### config.mk
export PLATFORM = sky130hd
export DESIGN_NAME = multi_slot_timer_manager_flat
export DESIGN_NICKNAME = d
export VERILOG_FILES = /design/src/rtl/mstm_pkg.sv /design/src/rtl/mstm_cmd_if.sv /design/src/rtl/mstm_rsp_if.sv /design/src/rtl/mstm_cell.sv /design/src/rtl/mstm_div.sv /design/src/rtl/mstm_qry.sv /design/src/rtl/multi_slot_timer_manager.sv /design/src/flat_wrapper.sv
export VERILOG_INCLUDE_DIRS = /design/src /design/src/rtl
export SDC_FILE = /design/constraint.sdc
export NUM_CORES = 2
export LEC_CHECK = 0
export ABC_AREA = 1
export ABC_CLOCK_PERIOD_IN_PS = 53200
export BUFFER_PORTS_ARGS = -buffer_cell sky130_fd_sc_hd__buf_2
export CAP_MARGIN = 20
export CORE_AREA = 2 2 458 641
export CTS_BUF_LIST = sky130_fd_sc_hd__clkbuf_4
export DETAILED_ROUTE_END_ITERATION = 12
export DIE_AREA = 0 0 460 643
export GPL_ROUTABILITY_DRIVEN = 0
export MAX_ROUTING_LAYER = met4
export PLACE_DENSITY = 0.64
export SYNTH_ARGS = -nofsm -noshare
export SYNTH_HDL_FRONTEND = slang
export SYNTH_SLANG_ARGS = --single-unit
### constraint.sdc
create_clock -name clk -period 53.2 [get_ports clk]
set_input_delay 2.66 -clock clk [delete_from_list [all_inputs] [get_ports clk]]
set_output_delay 2.66 -clock clk [all_outputs]
set_load 0.005 [all_outputs]
### src/rtl/multi_slot_timer_manager_assert.svh
// Assertion macros used by the timer manager top level.
// Needs a clock named clk and a reset named rst in the including module.
`ifndef MULTI_SLOT_TIMER_MANAGER_ASSERT_SVH
`define MULTI_SLOT_TIMER_MANAGER_ASSERT_SVH

// same-cycle implication
`define MSTM_ASSERT_IMP(lbl, ante, cons, msg) \
  lbl: assert property (@(posedge clk) disable iff (rst) (ante) |-> (cons)) \
    else $error(msg);

// next-cycle implication
`define MSTM_ASSERT_NXT(lbl, ante, cons, msg) \
  lbl: assert property (@(posedge clk) disable iff (rst) (ante) |=> (cons)) \
    else $error(msg);

`endif

### src/rtl/mstm_pkg.sv
// Types, codes and expiry arithmetic for the multi-slot timer manager.
// No dependencies.
package mstm_pkg;

  localparam int unsigned MAX_OUT = 16;

  typedef enum logic [2:0] {
    KIND_CREATE = 3'd0,
    KIND_CANCEL = 3'd1,
    KIND_RESET  = 3'd2,
    KIND_TICK   = 3'd3,
    KIND_QUERY  = 3'd4
  } kind_t;

  typedef enum logic [1:0] {
    STAT_OK     = 2'd0,
    STAT_NOFREE = 2'd1,
    STAT_NOTACT = 2'd2
  } status_t;

  typedef enum logic [2:0] {
    ST_IDLE,
    ST_DIV,
    ST_SCAN,
    ST_DRAIN,
    ST_FIN
  } state_t;

  typedef struct packed {
    logic        active;
    logic        periodic;
    logic [22:0] per_sec;   // period / 1000
    logic [19:0] per_usec;  // (period % 1000) * 1000
    logic [32:0] exp_sec;
    logic [19:0] exp_usec;
  } slot_rec_t;

  typedef struct packed {
    logic [32:0] sec;
    logic [19:0] usec;
  } expiry_t;

  typedef struct packed {
    logic [1:0]  status;
    logic [3:0]  result_slot;
    logic        fired;
    logic [41:0] timeout_ms;
    logic        timeout_valid;
    logic        last;
  } rsp_t;

  function automatic expiry_t arm_expiry(input logic [32:0] bs, input logic [19:0] bu,
                                         input logic [22:0] ps, input logic [19:0] pu);
    logic [20:0] u;
    logic [32:0] s;
    expiry_t     e;
    u = {1'b0, bu} + {1'b0, pu};
    s = bs + 33'(ps);
    if (u >= 21'd2000000) begin
      s = s + 33'd2;
      u = u - 21'd2000000;
    end else if (u >= 21'd1000000) begin
      s = s + 33'd1;
      u = u - 21'd1000000;
    end
    e.sec  = s;
    e.usec = u[19:0];
    return e;
  endfunction

endpackage

### src/rtl/mstm_cmd_if.sv
// Command channel of the timer manager: valid/ready plus the item fields.
// Depends on nothing.
interface mstm_cmd_if;
  logic        valid;
  logic        ready;
  logic [2:0]  kind;
  logic [3:0]  slot;
  logic [31:0] now_sec;
  logic [19:0] now_usec;
  logic [31:0] period_ms;
  logic        periodic;

  modport source (output valid, kind, slot, now_sec, now_usec, period_ms, periodic,
                  input ready);
  modport sink (input valid, kind, slot, now_sec, now_usec, period_ms, periodic,
                output ready);
endinterface

### src/rtl/mstm_rsp_if.sv
// Result channel of the timer manager: valid/ready plus the result fields.
// Depends on nothing.
interface mstm_rsp_if;
  logic        valid;
  logic        ready;
  logic [1:0]  status;
  logic [3:0]  result_slot;
  logic        fired;
  logic [41:0] timeout_ms;
  logic        timeout_valid;
  logic        last;

  modport source (output valid, status, result_slot, fired, timeout_ms, timeout_valid, last,
                  input ready);
  modport sink (input valid, status, result_slot, fired, timeout_ms, timeout_valid, last,
                output ready);
endinterface

### src/rtl/mstm_cell.sv
// One timer slot of the rotating slot ring.
// Depends on mstm_pkg.
module mstm_cell (
  input  logic                clk,
  input  logic                rst,
  input  logic                shift,
  input  mstm_pkg::slot_rec_t d,
  output mstm_pkg::slot_rec_t q
);
  import mstm_pkg::*;

  logic      active;
  slot_rec_t rec;

  always_ff @(posedge clk) begin
    if (rst) begin
      active <= 1'b0;
    end else if (shift) begin
      active <= d.active;
    end
  end

  always_ff @(posedge clk) begin
    if (shift) begin
      rec <= d;
    end
  end

  always_comb begin
    q        = rec;
    q.active = active;
  end
endmodule

### src/rtl/mstm_div.sv
// Divide by 1000 of the create period by reciprocal multiplication: product, then quotient, then remainder.
// Depends on nothing.
module mstm_div (
  input  logic        clk,
  input  logic        rst,
  input  logic        start,
  input  logic [31:0] dividend,
  output logic        busy,
  output logic [22:0] quot,
  output logic [9:0]  rem
);
  logic [31:0] num;
  logic [60:0] prod;
  logic [1:0]  phase;

  always_ff @(posedge clk) begin
    if (rst) begin
      busy  <= 1'b0;
      phase <= 2'd0;
    end else if (start) begin
      busy  <= 1'b1;
      phase <= 2'd0;
    end else if (busy) begin
      phase <= phase + 2'd1;
      if (phase == 2'd1) begin
        busy <= 1'b0;
      end
    end
  end

  // ceil(2^38 / 1000) gives the exact truncated quotient for any 32-bit dividend
  always_ff @(posedge clk) begin
    if (start) begin
      num  <= dividend;
      prod <= 61'(dividend) * 61'd274877907;
    end
    if (busy && phase == 2'd0) begin
      quot <= prod[60:38];
    end
    // rem = num - quot * (1024 - 16 - 8)
    if (busy && phase == 2'd1) begin
      rem <= 10'(num - ((32'(quot) << 10) - (32'(quot) << 4) - (32'(quot) << 3)));
    end
  end
endmodule

### src/rtl/mstm_qry.sv
// Pipelined time-to-expiry and running minimum for the query scan.
// Depends on mstm_pkg.
module mstm_qry (
  input  logic                clk,
  input  logic                rst,
  input  logic                clear,
  input  logic                vld,
  input  mstm_pkg::slot_rec_t rec,
  input  logic [31:0]         now_sec,
  input  logic [19:0]         now_usec,
  output logic                got,
  output logic signed [45:0]  best
);
  import mstm_pkg::*;

  logic               s1_v, s2_v, s3_v;
  logic signed [34:0] s1_sd;
  logic signed [20:0] s1_ud;
  logic signed [44:0] s2_sdk;
  logic               s2_neg;
  logic [10:0]        s2_uq;
  logic signed [45:0] s3_m;
  logic signed [44:0] sdx;
  logic [19:0]        umag;
  logic [48:0]        uprod;

  assign sdx   = 45'(s1_sd);
  assign umag  = s1_ud[20] ? 20'(-s1_ud) : s1_ud[19:0];
  // exact truncating divide by 1000 for operands below 2^32
  assign uprod = 49'(umag) * 49'd274877907;

  always_ff @(posedge clk) begin
    if (rst) begin
      s1_v <= 1'b0;
      s2_v <= 1'b0;
      s3_v <= 1'b0;
      got  <= 1'b0;
    end else begin
      s1_v <= vld;
      s2_v <= s1_v;
      s3_v <= s2_v;
      if (clear) begin
        got <= 1'b0;
      end else if (s3_v && (!got || s3_m < best)) begin
        got <= 1'b1;
      end
    end
  end

  always_ff @(posedge clk) begin
    s1_sd  <= $signed({2'b00, rec.exp_sec}) - $signed({3'b000, now_sec});
    s1_ud  <= $signed({1'b0, rec.exp_usec}) - $signed({1'b0, now_usec});
    s2_sdk <= (sdx <<< 10) - (sdx <<< 5) + (sdx <<< 3);
    s2_neg <= s1_ud[20];
    s2_uq  <= uprod[48:38];
    s3_m   <= 46'(s2_sdk) + (s2_neg ? -$signed({35'd0, s2_uq}) : $signed({35'd0, s2_uq}));
    if (s3_v && (!got || s3_m < best)) begin
      best <= s3_m;
    end
  end
endmodule

### src/rtl/multi_slot_timer_manager.sv
// Channel   Dir  Handshake        Payload
// cmd       in   valid/ready      kind, slot, now_sec, now_usec, period_ms, periodic
// rsp       out  valid/ready      status, result_slot, fired, timeout_ms, timeout_valid, last
// apb       in   psel/penable     floor_timeout_ms at address 0
//
// Each command of a known kind rotates the slot ring once, then drains the query
// pipeline and posts the result. A create first runs the divide by 1000; an unknown kind skips the ring.
// A tick stalls the ring when a due slot would fire while an earlier fired result waits on a busy rsp register.
// Synchronous reset clears the active flag of every slot at once; no clearing pass.
// Depends on mstm_pkg, mstm_cmd_if, mstm_rsp_if, mstm_cell, mstm_div, mstm_qry.
`include "multi_slot_timer_manager_assert.svh"

module multi_slot_timer_manager #(
  parameter int unsigned NUM_TIMERS = 16
) (
  input  logic        clk,
  input  logic        rst,
  mstm_cmd_if.sink    cmd,
  mstm_rsp_if.source  rsp,
  input  logic        psel,
  input  logic        penable,
  input  logic        pwrite,
  input  logic [2:0]  paddr,
  input  logic [31:0] pwdata,
  output logic [31:0] prdata,
  output logic        pready
);
  import mstm_pkg::*;

  localparam int unsigned IW = (NUM_TIMERS > 1) ? $clog2(NUM_TIMERS) : 1;
  localparam int unsigned CW = (IW > 4) ? IW : 4;
  localparam int unsigned FW = $clog2(MAX_OUT + 1);

  state_t      state, state_next;
  logic [15:0] floor_ms;

  logic [2:0]  cur_kind;
  logic [3:0]  cur_slot;
  logic [31:0] cur_sec;
  logic [19:0] cur_usec;
  logic        cur_periodic;

  logic [IW-1:0] idx;
  logic [1:0]    drain_cnt;
  logic [FW-1:0] fire_cnt;
  logic          done;
  logic [3:0]    done_slot;
  logic          pend_v;
  logic [3:0]    pend_slot;
  logic          out_v;
  rsp_t          out_r;

  slot_rec_t cell_q [NUM_TIMERS];
  slot_rec_t new_head, head;
  logic      step, fire, hit, out_free, accept, wr_en;
  expiry_t   arm_now, arm_reload, arm_create;
  logic      due;
  logic [32:0] now_x;

  logic        div_busy;
  logic [22:0] div_quot;
  logic [9:0]  div_rem;
  logic [19:0] rem_us;

  logic              q_got;
  logic signed [45:0] q_best;
  logic [41:0]       tmo;
  rsp_t              fin_rsp;

  // configuration port
  assign pready = 1'b1;
  assign wr_en  = psel && penable && pwrite && (paddr[2] == 1'b0);
  assign prdata = (paddr[2] == 1'b0) ? {16'd0, floor_ms} : 32'd0;

  always_ff @(posedge clk) begin
    if (rst) begin
      floor_ms <= 16'd500;
    end else if (wr_en) begin
      floor_ms <= pwdata[15:0];
    end
  end

  assign cmd.ready = (state == ST_IDLE);
  assign accept    = cmd.valid && cmd.ready;
  assign out_free  = !out_v || rsp.ready;

  mstm_div u_div (
    .clk      (clk),
    .rst      (rst),
    .start    (accept && cmd.kind == KIND_CREATE),
    .dividend (cmd.period_ms),
    .busy     (div_busy),
    .quot     (div_quot),
    .rem      (div_rem)
  );

  // rem * 1000 = rem * (1024 - 16 - 8)
  assign rem_us = ({10'd0, div_rem} << 10) - ({10'd0, div_rem} << 4)
                - ({10'd0, div_rem} << 3);

  for (genvar i = 0; i < NUM_TIMERS; i++) begin : g_ring
    slot_rec_t d_in;
    if (i == NUM_TIMERS - 1) begin : g_tail
      assign d_in = new_head;
    end else begin : g_mid
      assign d_in = cell_q[i+1];
    end
    mstm_cell u_cell (
      .clk   (clk),
      .rst   (rst),
      .shift (step),
      .d     (d_in),
      .q     (cell_q[i])
    );
  end

  assign head       = cell_q[0];
  assign now_x      = {1'b0, cur_sec};
  assign due        = (head.exp_sec < now_x)
                   || (head.exp_sec == now_x && head.exp_usec <= cur_usec);
  assign hit        = (CW'(idx) == CW'(cur_slot)) && head.active;
  assign arm_now    = arm_expiry(now_x, cur_usec, head.per_sec, head.per_usec);
  assign arm_reload = arm_expiry(head.exp_sec, head.exp_usec, head.per_sec, head.per_usec);
  assign arm_create = arm_expiry(now_x, cur_usec, div_quot, rem_us);

  // work on the slot at the head of the ring
  always_comb begin
    new_head = head;
    step     = 1'b0;
    fire     = 1'b0;
    if (state == ST_SCAN) begin
      step = 1'b1;
      case (cur_kind)
        KIND_CREATE: begin
          if (!done && !head.active) begin
            new_head.active   = 1'b1;
            new_head.periodic = cur_periodic;
            new_head.per_sec  = div_quot;
            new_head.per_usec = rem_us;
            new_head.exp_sec  = arm_create.sec;
            new_head.exp_usec = arm_create.usec;
          end
        end
        KIND_CANCEL: begin
          if (hit) begin
            new_head.active = 1'b0;
          end
        end
        KIND_RESET: begin
          if (hit) begin
            new_head.exp_sec  = arm_now.sec;
            new_head.exp_usec = arm_now.usec;
          end
        end
        KIND_TICK: begin
          if (head.active && due && fire_cnt < FW'(MAX_OUT)) begin
            if (pend_v && !out_free) begin
              step = 1'b0;   // hold the ring until the earlier result moves on
            end else begin
              fire = 1'b1;
              if (head.periodic) begin
                new_head.exp_sec  = arm_reload.sec;
                new_head.exp_usec = arm_reload.usec;
              end else begin
                new_head.active = 1'b0;
              end
            end
          end
        end
        default: begin
        end
      endcase
    end
  end

  mstm_qry u_qry (
    .clk      (clk),
    .rst      (rst),
    .clear    (accept),
    .vld      (step && cur_kind == KIND_QUERY && head.active),
    .rec      (head),
    .now_sec  (cur_sec),
    .now_usec (cur_usec),
    .got      (q_got),
    .best     (q_best)
  );

  always_comb begin
    if (q_best <= 46'sd0) begin
      tmo = {26'd0, floor_ms};
    end else if (q_best > 46'sh3FFFFFFFFFF) begin
      tmo = '1;
    end else begin
      tmo = q_best[41:0];
    end
  end

  always_comb begin
    fin_rsp      = '0;
    fin_rsp.last = 1'b1;
    case (cur_kind)
      KIND_CREATE: begin
        fin_rsp.status      = done ? STAT_OK : STAT_NOFREE;
        fin_rsp.result_slot = done ? done_slot : 4'd0;
      end
      KIND_CANCEL, KIND_RESET: begin
        fin_rsp.status      = done ? STAT_OK : STAT_NOTACT;
        fin_rsp.result_slot = cur_slot;
      end
      KIND_TICK: begin
        fin_rsp.result_slot = pend_v ? pend_slot : 4'd0;
        fin_rsp.fired       = pend_v;
      end
      KIND_QUERY: begin
        fin_rsp.timeout_ms    = q_got ? tmo : 42'd0;
        fin_rsp.timeout_valid = q_got;
      end
      default: begin
      end
    endcase
  end

  always_comb begin
    state_next = state;
    case (state)
      ST_IDLE: begin
        if (accept) begin
          if (cmd.kind == KIND_CREATE) begin
            state_next = ST_DIV;
          end else if (cmd.kind == KIND_CANCEL || cmd.kind == KIND_RESET
                       || cmd.kind == KIND_TICK || cmd.kind == KIND_QUERY) begin
            state_next = ST_SCAN;
          end else begin
            state_next = ST_FIN;
          end
        end
      end
      ST_DIV: begin
        if (!div_busy) begin
          state_next = ST_SCAN;
        end
      end
      ST_SCAN: begin
        if (step && idx == IW'(NUM_TIMERS - 1)) begin
          state_next = ST_DRAIN;
        end
      end
      ST_DRAIN: begin
        if (drain_cnt == 2'd2) begin
          state_next = ST_FIN;
        end
      end
      ST_FIN: begin
        if (out_free) begin
          state_next = ST_IDLE;
        end
      end
      default: state_next = ST_IDLE;
    endcase
  end

  always_ff @(posedge clk) begin
    if (rst) begin
      state <= ST_IDLE;
    end else begin
      state <= state_next;
    end
  end

  always_ff @(posedge clk) begin
    if (accept) begin
      cur_kind     <= cmd.kind;
      cur_slot     <= cmd.slot;
      cur_sec      <= cmd.now_sec;
      cur_usec     <= cmd.now_usec;
      cur_periodic <= cmd.periodic;
    end
    if (step && !done && (cur_kind == KIND_CREATE) && !head.active) begin
      done_slot <= 4'(idx);
    end
    if (fire) begin
      pend_slot <= 4'(idx);
    end
  end

  always_ff @(posedge clk) begin
    if (rst) begin
      idx       <= '0;
      drain_cnt <= 2'd0;
      fire_cnt  <= '0;
      done      <= 1'b0;
      pend_v    <= 1'b0;
    end else begin
      if (accept) begin
        idx       <= '0;
        drain_cnt <= 2'd0;
        fire_cnt  <= '0;
        done      <= 1'b0;
        pend_v    <= 1'b0;
      end else begin
        if (step) begin
          idx <= (idx == IW'(NUM_TIMERS - 1)) ? '0 : idx + 1'b1;
          if ((cur_kind == KIND_CREATE && !head.active)
              || ((cur_kind == KIND_CANCEL || cur_kind == KIND_RESET) && hit)) begin
            done <= 1'b1;
          end
        end
        if (state == ST_DRAIN) begin
          drain_cnt <= drain_cnt + 2'd1;
        end
        if (fire) begin
          fire_cnt <= fire_cnt + 1'b1;
          pend_v   <= 1'b1;
        end
      end
    end
  end

  // result register
  always_ff @(posedge clk) begin
    if (rst) begin
      out_v <= 1'b0;
    end else if (fire && pend_v) begin
      out_v <= 1'b1;
    end else if (state == ST_FIN && out_free) begin
      out_v <= 1'b1;
    end else if (rsp.ready) begin
      out_v <= 1'b0;
    end
  end

  always_ff @(posedge clk) begin
    if (fire && pend_v) begin
      out_r             <= '0;
      out_r.result_slot <= pend_slot;
      out_r.fired       <= 1'b1;
    end else if (state == ST_FIN && out_free) begin
      out_r <= fin_rsp;
    end
  end

  assign rsp.valid         = out_v;
  assign rsp.status        = out_r.status;
  assign rsp.result_slot   = out_r.result_slot;
  assign rsp.fired         = out_r.fired;
  assign rsp.timeout_ms    = out_r.timeout_ms;
  assign rsp.timeout_valid = out_r.timeout_valid;
  assign rsp.last          = out_r.last;

  `MSTM_ASSERT_IMP(a_fire_cap, 1'b1, fire_cnt <= FW'(MAX_OUT), "fire count above cap")
  `MSTM_ASSERT_IMP(a_pend_tick, pend_v, cur_kind == KIND_TICK, "pending fire outside tick")
  `MSTM_ASSERT_NXT(a_fin_done, state == ST_FIN && out_free, state == ST_IDLE && out_v,
                   "final result not posted")
  `MSTM_ASSERT_IMP(a_fire_scan, fire, state == ST_SCAN && step, "fire outside ring step")
endmodule

### src/flat_wrapper.sv
// flat-port wrapper written by rule: the top's interface ports become plain ports
module multi_slot_timer_manager_flat import mstm_pkg::*;
#(
  parameter int unsigned NUM_TIMERS = 16
)
  (clk, rst, psel, penable, pwrite, paddr, pwdata, prdata, pready, cmd_valid, cmd_kind, cmd_slot, cmd_now_sec, cmd_now_usec, cmd_period_ms, cmd_periodic, cmd_ready, rsp_valid, rsp_status, rsp_result_slot, rsp_fired, rsp_timeout_ms, rsp_timeout_valid, rsp_last, rsp_ready);
  mstm_cmd_if cmd_i ();
  mstm_rsp_if rsp_i ();
  input  logic clk;
  input  logic rst;
  input  logic psel;
  input  logic penable;
  input  logic pwrite;
  input  logic [2:0] paddr;
  input  logic [31:0] pwdata;
  output logic [31:0] prdata;
  output logic pready;
  input wire logic [$bits(cmd_i.valid)-1:0] cmd_valid;
  input wire logic [$bits(cmd_i.kind)-1:0] cmd_kind;
  input wire logic [$bits(cmd_i.slot)-1:0] cmd_slot;
  input wire logic [$bits(cmd_i.now_sec)-1:0] cmd_now_sec;
  input wire logic [$bits(cmd_i.now_usec)-1:0] cmd_now_usec;
  input wire logic [$bits(cmd_i.period_ms)-1:0] cmd_period_ms;
  input wire logic [$bits(cmd_i.periodic)-1:0] cmd_periodic;
  output wire logic [$bits(cmd_i.ready)-1:0] cmd_ready;
  output wire logic [$bits(rsp_i.valid)-1:0] rsp_valid;
  output wire logic [$bits(rsp_i.status)-1:0] rsp_status;
  output wire logic [$bits(rsp_i.result_slot)-1:0] rsp_result_slot;
  output wire logic [$bits(rsp_i.fired)-1:0] rsp_fired;
  output wire logic [$bits(rsp_i.timeout_ms)-1:0] rsp_timeout_ms;
  output wire logic [$bits(rsp_i.timeout_valid)-1:0] rsp_timeout_valid;
  output wire logic [$bits(rsp_i.last)-1:0] rsp_last;
  input wire logic [$bits(rsp_i.ready)-1:0] rsp_ready;
  assign cmd_i.valid = cmd_valid;
  assign cmd_i.kind = cmd_kind;
  assign cmd_i.slot = cmd_slot;
  assign cmd_i.now_sec = cmd_now_sec;
  assign cmd_i.now_usec = cmd_now_usec;
  assign cmd_i.period_ms = cmd_period_ms;
  assign cmd_i.periodic = cmd_periodic;
  assign cmd_ready = cmd_i.ready;
  assign rsp_valid = rsp_i.valid;
  assign rsp_status = rsp_i.status;
  assign rsp_result_slot = rsp_i.result_slot;
  assign rsp_fired = rsp_i.fired;
  assign rsp_timeout_ms = rsp_i.timeout_ms;
  assign rsp_timeout_valid = rsp_i.timeout_valid;
  assign rsp_last = rsp_i.last;
  assign rsp_i.ready = rsp_ready;
  multi_slot_timer_manager #(.NUM_TIMERS(NUM_TIMERS)) u_core (.clk(clk), .rst(rst), .cmd(cmd_i), .rsp(rsp_i), .psel(psel), .penable(penable), .pwrite(pwrite), .paddr(paddr), .pwdata(pwdata), .prdata(prdata), .pready(pready));
endmodule
Yosys cells after proc, flatten, opt, wreduce, memory -nomap -nowiden --
Index checks and enable logic that the tools add are counted.
Word-level totals: register bits 2035, input port bits 134, output and inout port bits 86, logic and storage cells 316
Cells by class: add/subtract/negate cells 34, multipliers 2, $lt $le $gt $ge 12, eq/ne operators 22, mux-type cells 63, bitwise gates (word level) 1, reductions and logical operators 48
Operators with widths (number):
- 53-bit 2-to-1 mux | 4
- 33-bit 2-to-1 mux | 6
- 98-bit 2-to-1 mux | 2
- 53-bit case mux with 3 select lines | 1
- 20-bit 2-to-1 mux | 7
- 42-bit 2-to-1 mux | 3
- 20-bit subtractor (second input constant) | 6
- 33-bit by 1-bit adder with 33-bit output (second input constant) | 3
- 33-bit by 2-bit adder with 33-bit output (second input constant) | 3
- 49-bit 2-to-1 mux | 2
- 32-bit by 23-bit adder with 33-bit output | 2
- 20-bit by 20-bit adder with 21-bit output | 3
- 21-bit by 20-bit greater-or-equal comparator with 1-bit output (second input constant) | 3
- 21-bit greater-or-equal comparator (second input constant) | 3
- 32-bit by 29-bit multiplier with 61-bit output (second input constant) | 1
- 20-bit by 29-bit multiplier with 49-bit output (second input constant) | 1
- 45-bit by 46-bit adder with 46-bit output | 1
- 46-bit by 43-bit > comparator with 1-bit output (second input constant) | 1
- 46-bit by 1-bit <= comparator with 1-bit output (second input constant) | 1
- 46-bit less-than comparator | 1
- 46-bit 2-to-1 mux | 1
- 11-bit negator with 46-bit output | 1
- 45-bit by 37-bit adder with 45-bit output | 1
- 44-bit by 39-bit subtractor with 45-bit output | 1
- other kinds (46) | 124

Depth between registers and ports, before layout --
depth in word-level cells 11, mapped depth 38, gate-level depth less buffers 37

Modules after synthesis --
From an unflattened synthesis, not the netlist that was laid out.
Second synthesis, totals: cells, all modules 12853, area total of the unflattened synthesis 121462.7 µm²
Modules (own cells, without submodules):
- mstm_cell | instances 16, cells each 105, area an instance 2965.3 µm², sequential area each 2932.8 µm²
- multi_slot_timer_manager | instances 1, cells each 5513, area an instance 29385.7 µm², sequential area each 3763.6 µm²
- mstm_qry | instances 1, cells each 3370, area an instance 25459.4 µm², sequential area each 4564.4 µm²
- mstm_div | instances 1, cells each 2290, area an instance 19172.1 µm², sequential area each 2042.0 µm²

Worst setup path after synthesis --
Ideal clock, no wire load.
path kind input -> register, start point input rsp_ready, end point register u_core.g_ring[15].u_cell.active, setup time 1697 ps, arrival time 46283 ps, required time 51503 ps, setup slack 5221 ps, stages on the path 8, buffers on the path 1, path through nor2_1 inv_1 nor2_1 nand4_1 nand2_1 inv_1 clkbuf_1 a21oi_1
Between the ends: longest elaborated chain between the ends 7, elaborated cells on any way between the ends 11, classes of those cells mux: 8; reduce/logical: 3
RTL lines:
- from (decl) | RTL line flat_wrapper.sv:33 | input wire logic [$bits(rsp_i.ready)-1:0] rsp_ready;
- 1-bit logical OR | RTL line multi_slot_timer_manager.sv:85 | assign out_free = !out_v || rsp.ready;
- 1-bit zero test | RTL line multi_slot_timer_manager.sv:157 | if (pend_v && !out_free) begin
- 1-bit logical AND | RTL line multi_slot_timer_manager.sv:157
- 1-bit 2-to-1 mux | RTL line multi_slot_timer_manager.sv:157
- 1-bit 2-to-1 mux | RTL line multi_slot_timer_manager.sv:156 | if (head.active && due && fire_cnt < FW'(MAX_OUT)) begin
- 1-bit 2-to-1 mux | RTL line multi_slot_timer_manager.sv:133 | case (cur_kind)
- 1-bit 2-to-1 mux | RTL line multi_slot_timer_manager.sv:131 | if (state == ST_SCAN) begin
- net u_core.g_ring[0].u_cell.shift | RTL line mstm_cell.sv:6 | input logic shift,
- to (signal assigned) | RTL line mstm_cell.sv:19 | active <= d.active;
- to (decl) | RTL line mstm_cell.sv:12 | logic active;
The timed path passes the listed nets, and every way through them passes these cells. A chain may end at the register's enable or synchronous reset.

Worst setup path in the final report --
start point register u_core.u_qry.s1_ud[0], end point register u_core.u_qry.s2_uq[10]
Between the ends: longest elaborated chain between the ends 3
RTL lines:
- from (decl) | RTL line mstm_qry.sv:18 | logic signed [20:0] s1_ud;
- from (signal assigned) | RTL line mstm_qry.sv:52 | s1_ud <= $signed({1'b0, rec.exp_usec}) - $signed({1'b0, now_usec});
- 20-bit negator | RTL line mstm_qry.sv:28 | assign umag = s1_ud[20] ? 20'(-s1_ud) : s1_ud[19:0];
- 20-bit 2-to-1 mux * | RTL line mstm_qry.sv:28
- 20-bit by 29-bit multiplier with 49-bit output * | RTL line mstm_qry.sv:30 | assign uprod = 49'(umag) * 49'd274877907;
- net u_core.u_qry.uprod[48] | RTL line mstm_qry.sv:25 | logic [48:0] uprod;
- to (signal assigned) | RTL line mstm_qry.sv:55 | s2_uq <= uprod[48:38];
- to (decl) | RTL line mstm_qry.sv:21 | logic [10:0] s2_uq;
The timed path passes the listed nets; every way through them passes the cells marked *.

==> summary.txt <==
Status
  • Status: finished, final reports clean

Synth
  • Top post-synthesis cells by area: edfxtp_1 45%, ha_1 11%, fa_1 8.8%
  • Synth warnings: 0
  • Mapped Area: 116000 sq um
  • Fraction of registers with async set/reset: 0
  • Post-synth top flop: edfxtp_1
  • Post-synth top area share: 0.451
  • FF+latch count, synth: ~2k
  • Gate Count Post-Synth: 11.4k
  • Seq/Total Area, Yosys: 0.496
  • Library cells used by synthesis: 72
  • Syn avg cell area: 10.1 sq um
  • Number of synthesized flops with an enable pin: 1736
  • Yosys top cell by area: edfxtp_1

Floorplan
  • FP Rows: approximately 230
  • Core outline area: 290000 sq um
  • Die area: 296000 sq um
  • Die height: between 600 and 700 microns
  • Initial core utilization: 0.399
  • Number of I/O pins: 220
  • Die Width: 460 microns

STA
  • Fin Setup TNS: 0 ns
  • Slew Limit Fails: 0
  • Final min period: 8.70 ns
  • Unrepaired setup endpoints after global routing: false
  • Final Hold Fails: 0
  • Clock skew: 0.210 ns
  • Slew HR: 0.210
  • Period utilization: 0.164
  • Worst Tran Pin Value: 1.18 ns
  • Worst Setup Slack, final: 44.50 ns
  • Final setup violating endpoints: 0
  • Achievable Freq: between 100 and 150 MHz

Drt
  • DRT iter0 DRCs: 6297
  • Vias per inst: 5.00
  • DRT Pass-1 Iters: 10
  • Post-Route WL: 290000 microns
  • Antenna-violating nets left: 0
  • Vias: 80.5k
  • DRC viols: 0
  • Wirelength per Cell: 18.0 microns

CTS
  • Hold-fix buffers, CTS: 0
  • CTS tree: yes
  • Clk root buf: clkbuf_4
  • CTS buffer count: 443
  • Clk pin slew, worst setup/hold paths: 0.09 ns
  • Resized Gates After CTS: 0
  • Setup bufs post-CTS: 0
  • Clock buffer depth: 4
  • Clk sink count: about 2k
  • Htree depth: 5
  • Clock Latency Late Sink: 1.31 ns

Finish
  • Share of cells above drive strength 1: 0.0911
  • Post-Layout Inst Area: roughly 130000 sq um
  • Post-route core utilization: 0.437
  • Final #Nets: 13.6k
  • Fill count: approximately 28k
  • Layout area overhead: 9.63%

Worst setup path
  • Crit. Startpoint: u_core.u_qry.s1_ud[0]$_DFF_P_
  • Setup CP Type: reg -> reg
  • CP max stage cell: fa_1
  • Critical path data required time: ~54 ns
  • Element type at the critical path end: flip-flop
  • Most used cell, CP: inv_1
  • Nature of the critical path startpoint: flip-flop
  • Worst Path Arrival: 9.74 ns
  • CP peak stage delay: between 0.5 and 0.6 ns
  • Crit-path max FO: 11
  • Worst r2r src: u_core.u_qry.s1_ud[0]$_DFF_P_

Global routing
  • Initial antenna violation count: 22
  • Largest net degree at the start of global routing: approximately 210
  • First-pass GRT wire length: 440000 microns
  • Grt ovf: 0
  • Vias in the first global route: a little under 80k
  • Total GRT Usage: 0.198

Run
  • Maxcap violations: 0

Placement
  • Cell Area, Placed: 121000 sq um
  • DP Wirelength: 220000 microns
  • Port bufs: 184
  • Setup Slack @ Placement: 43.43 ns

Worst hold path
  • Hold_sp: u_core.g_ring[2].u_cell.q[10]$_DFFE_PP_
  • Worst min path class: reg -> reg
## metal layers
layer | up-vias | share of wire | GRT usage
met3 | 826 | 0.062 | 0.0338
met1 | 37952 | 0.40 | 0.227
li1 | 39140 | - | -
met5 | - | 0 | -
met4 | 0 | 0.062 | 0.113
met2 | 2564 | 0.48 | 0.328
## cell type report
cell class / instances / area, sq um / area share
Antenna cell: 24 / 60.1 / 0.000474
Multi-Input combinational cell: 7304 / 50200 / 0.396
Timing Repair Buffer: 236 / 1380 / 0.0109
Tap cell: 3776 / 4720 / 0.0373
Inverter: 1954 / 7340 / 0.0580
Sequential cell: 1994 / 57300 / 0.452
Clock buffer: 634 / 4760 / 0.0376
Clock inverter: 161 / 907 / 0.00716
## critical path, delay by kind of cell, from the launching register on
| kind | cells | cell delay (ns) |
|---|---|---|
| adder cells (fa/ha/maj) | 9 | 3.64 |
| buffers and inverters | 10 | 1.34 |
| flip-flops | 1 | 0.30 |
| AND/OR/NAND/NOR | 5 | 1.10 |
| XOR/XNOR | 1 | 0.27 |
| AO/OA/AOI/OAI | 8 | 1.89 |
## cells in the mapped netlist, types with 79 or more instances
master and number:
nand2_1 2417, ha_1 991, inv_1 1929, fa_1 506, edfxtp_1 1736, nand4_1 137
nor3_1 102, dfxtp_1 258, xnor2_1 79, a21oi_1 638, xor2_1 233, o21ai_1 80
o21ai_0 304, nand3_1 529, nor2_1 802
## kinds of logic (layout without fill, tap and decap cells)
logic type,after synthesis,in the layout,synth area share
DFF,1994,1994,0.496
adders and majority gates,1497,1497,0.195
xor gates and xnor gates,319,319,0.0248
other,2,41,0.0000650
buffers and inverters,2109,2985,0.0707
and+or+nand+nor,4228,4228,0.155
muxes,5,5,0.000433
AOI/OAI and AO/OA,1238,1238,0.0583
## per-stage QoR
stage	instances	hold WS [ns]
finish	16083	0.298
global route	16078	0.269
floorplan	11407	0.352
detailed placement	15263	0.395
global placement	15263	0.397
CTS	16058	0.252
## final timing paths
path | endpoint | slack [ns] | depth (start not counted)
hold reg to reg | u_core.g_ring[1].u_cell.q[10]$_DFFE_PP_ | 0.30 | 0
setup reg to reg | u_core.u_qry.s2_uq[10]$_DFF_P_ | 44.50 | 33
setup / recovery | u_core.u_qry.s2_uq[10]$_DFF_P_ | 44.50 | 33
hold / removal | u_core.g_ring[1].u_cell.q[10]$_DFFE_PP_ | 0.30 | 0
## placed cells by master, fill, tap and decap left out, types with 47 or more instances in the layout
cell type     n
clkinv_1    113
nand2_2      55
nor3_1      101
ha_1        991
inv_1      1926
nand4_1     137
a21oi_1     637
clkbuf_4    634
o21ai_1      81
buf_4        47
xnor2_1      79
nand2_1    2415
nor2_1      798
xor2_1      232
edfxtp_1   1736
dfxtp_1     258
buf_2       184
o21ai_0     303
fa_1        506
nand3_1     529
## state kept, by name, summed over array words and instances, names as in the netlist, 11 cells and up
signal,flops
u_core.u_div.quot,23
u_core.u_qry.s2_uq,11
u_core.floor_ms,16
u_core.rsp.timeout_ms,42
u_core.cur_usec,20
u_core.u_qry.s3_m,46
u_core.g_ring.u_cell.q,1552
u_core.u_qry.best,46
u_core.u_div.prod,23
u_core.cur_sec,32
u_core.u_qry.s1_sd,34
u_core.g_ring.u_cell.active,16
u_core.u_qry.s2_sdk,42
u_core.u_qry.s1_ud,21
Power is left out: the tool's default activity adds up to more than one toggle a clock period on the data nets, which glitch-free logic cannot reach.
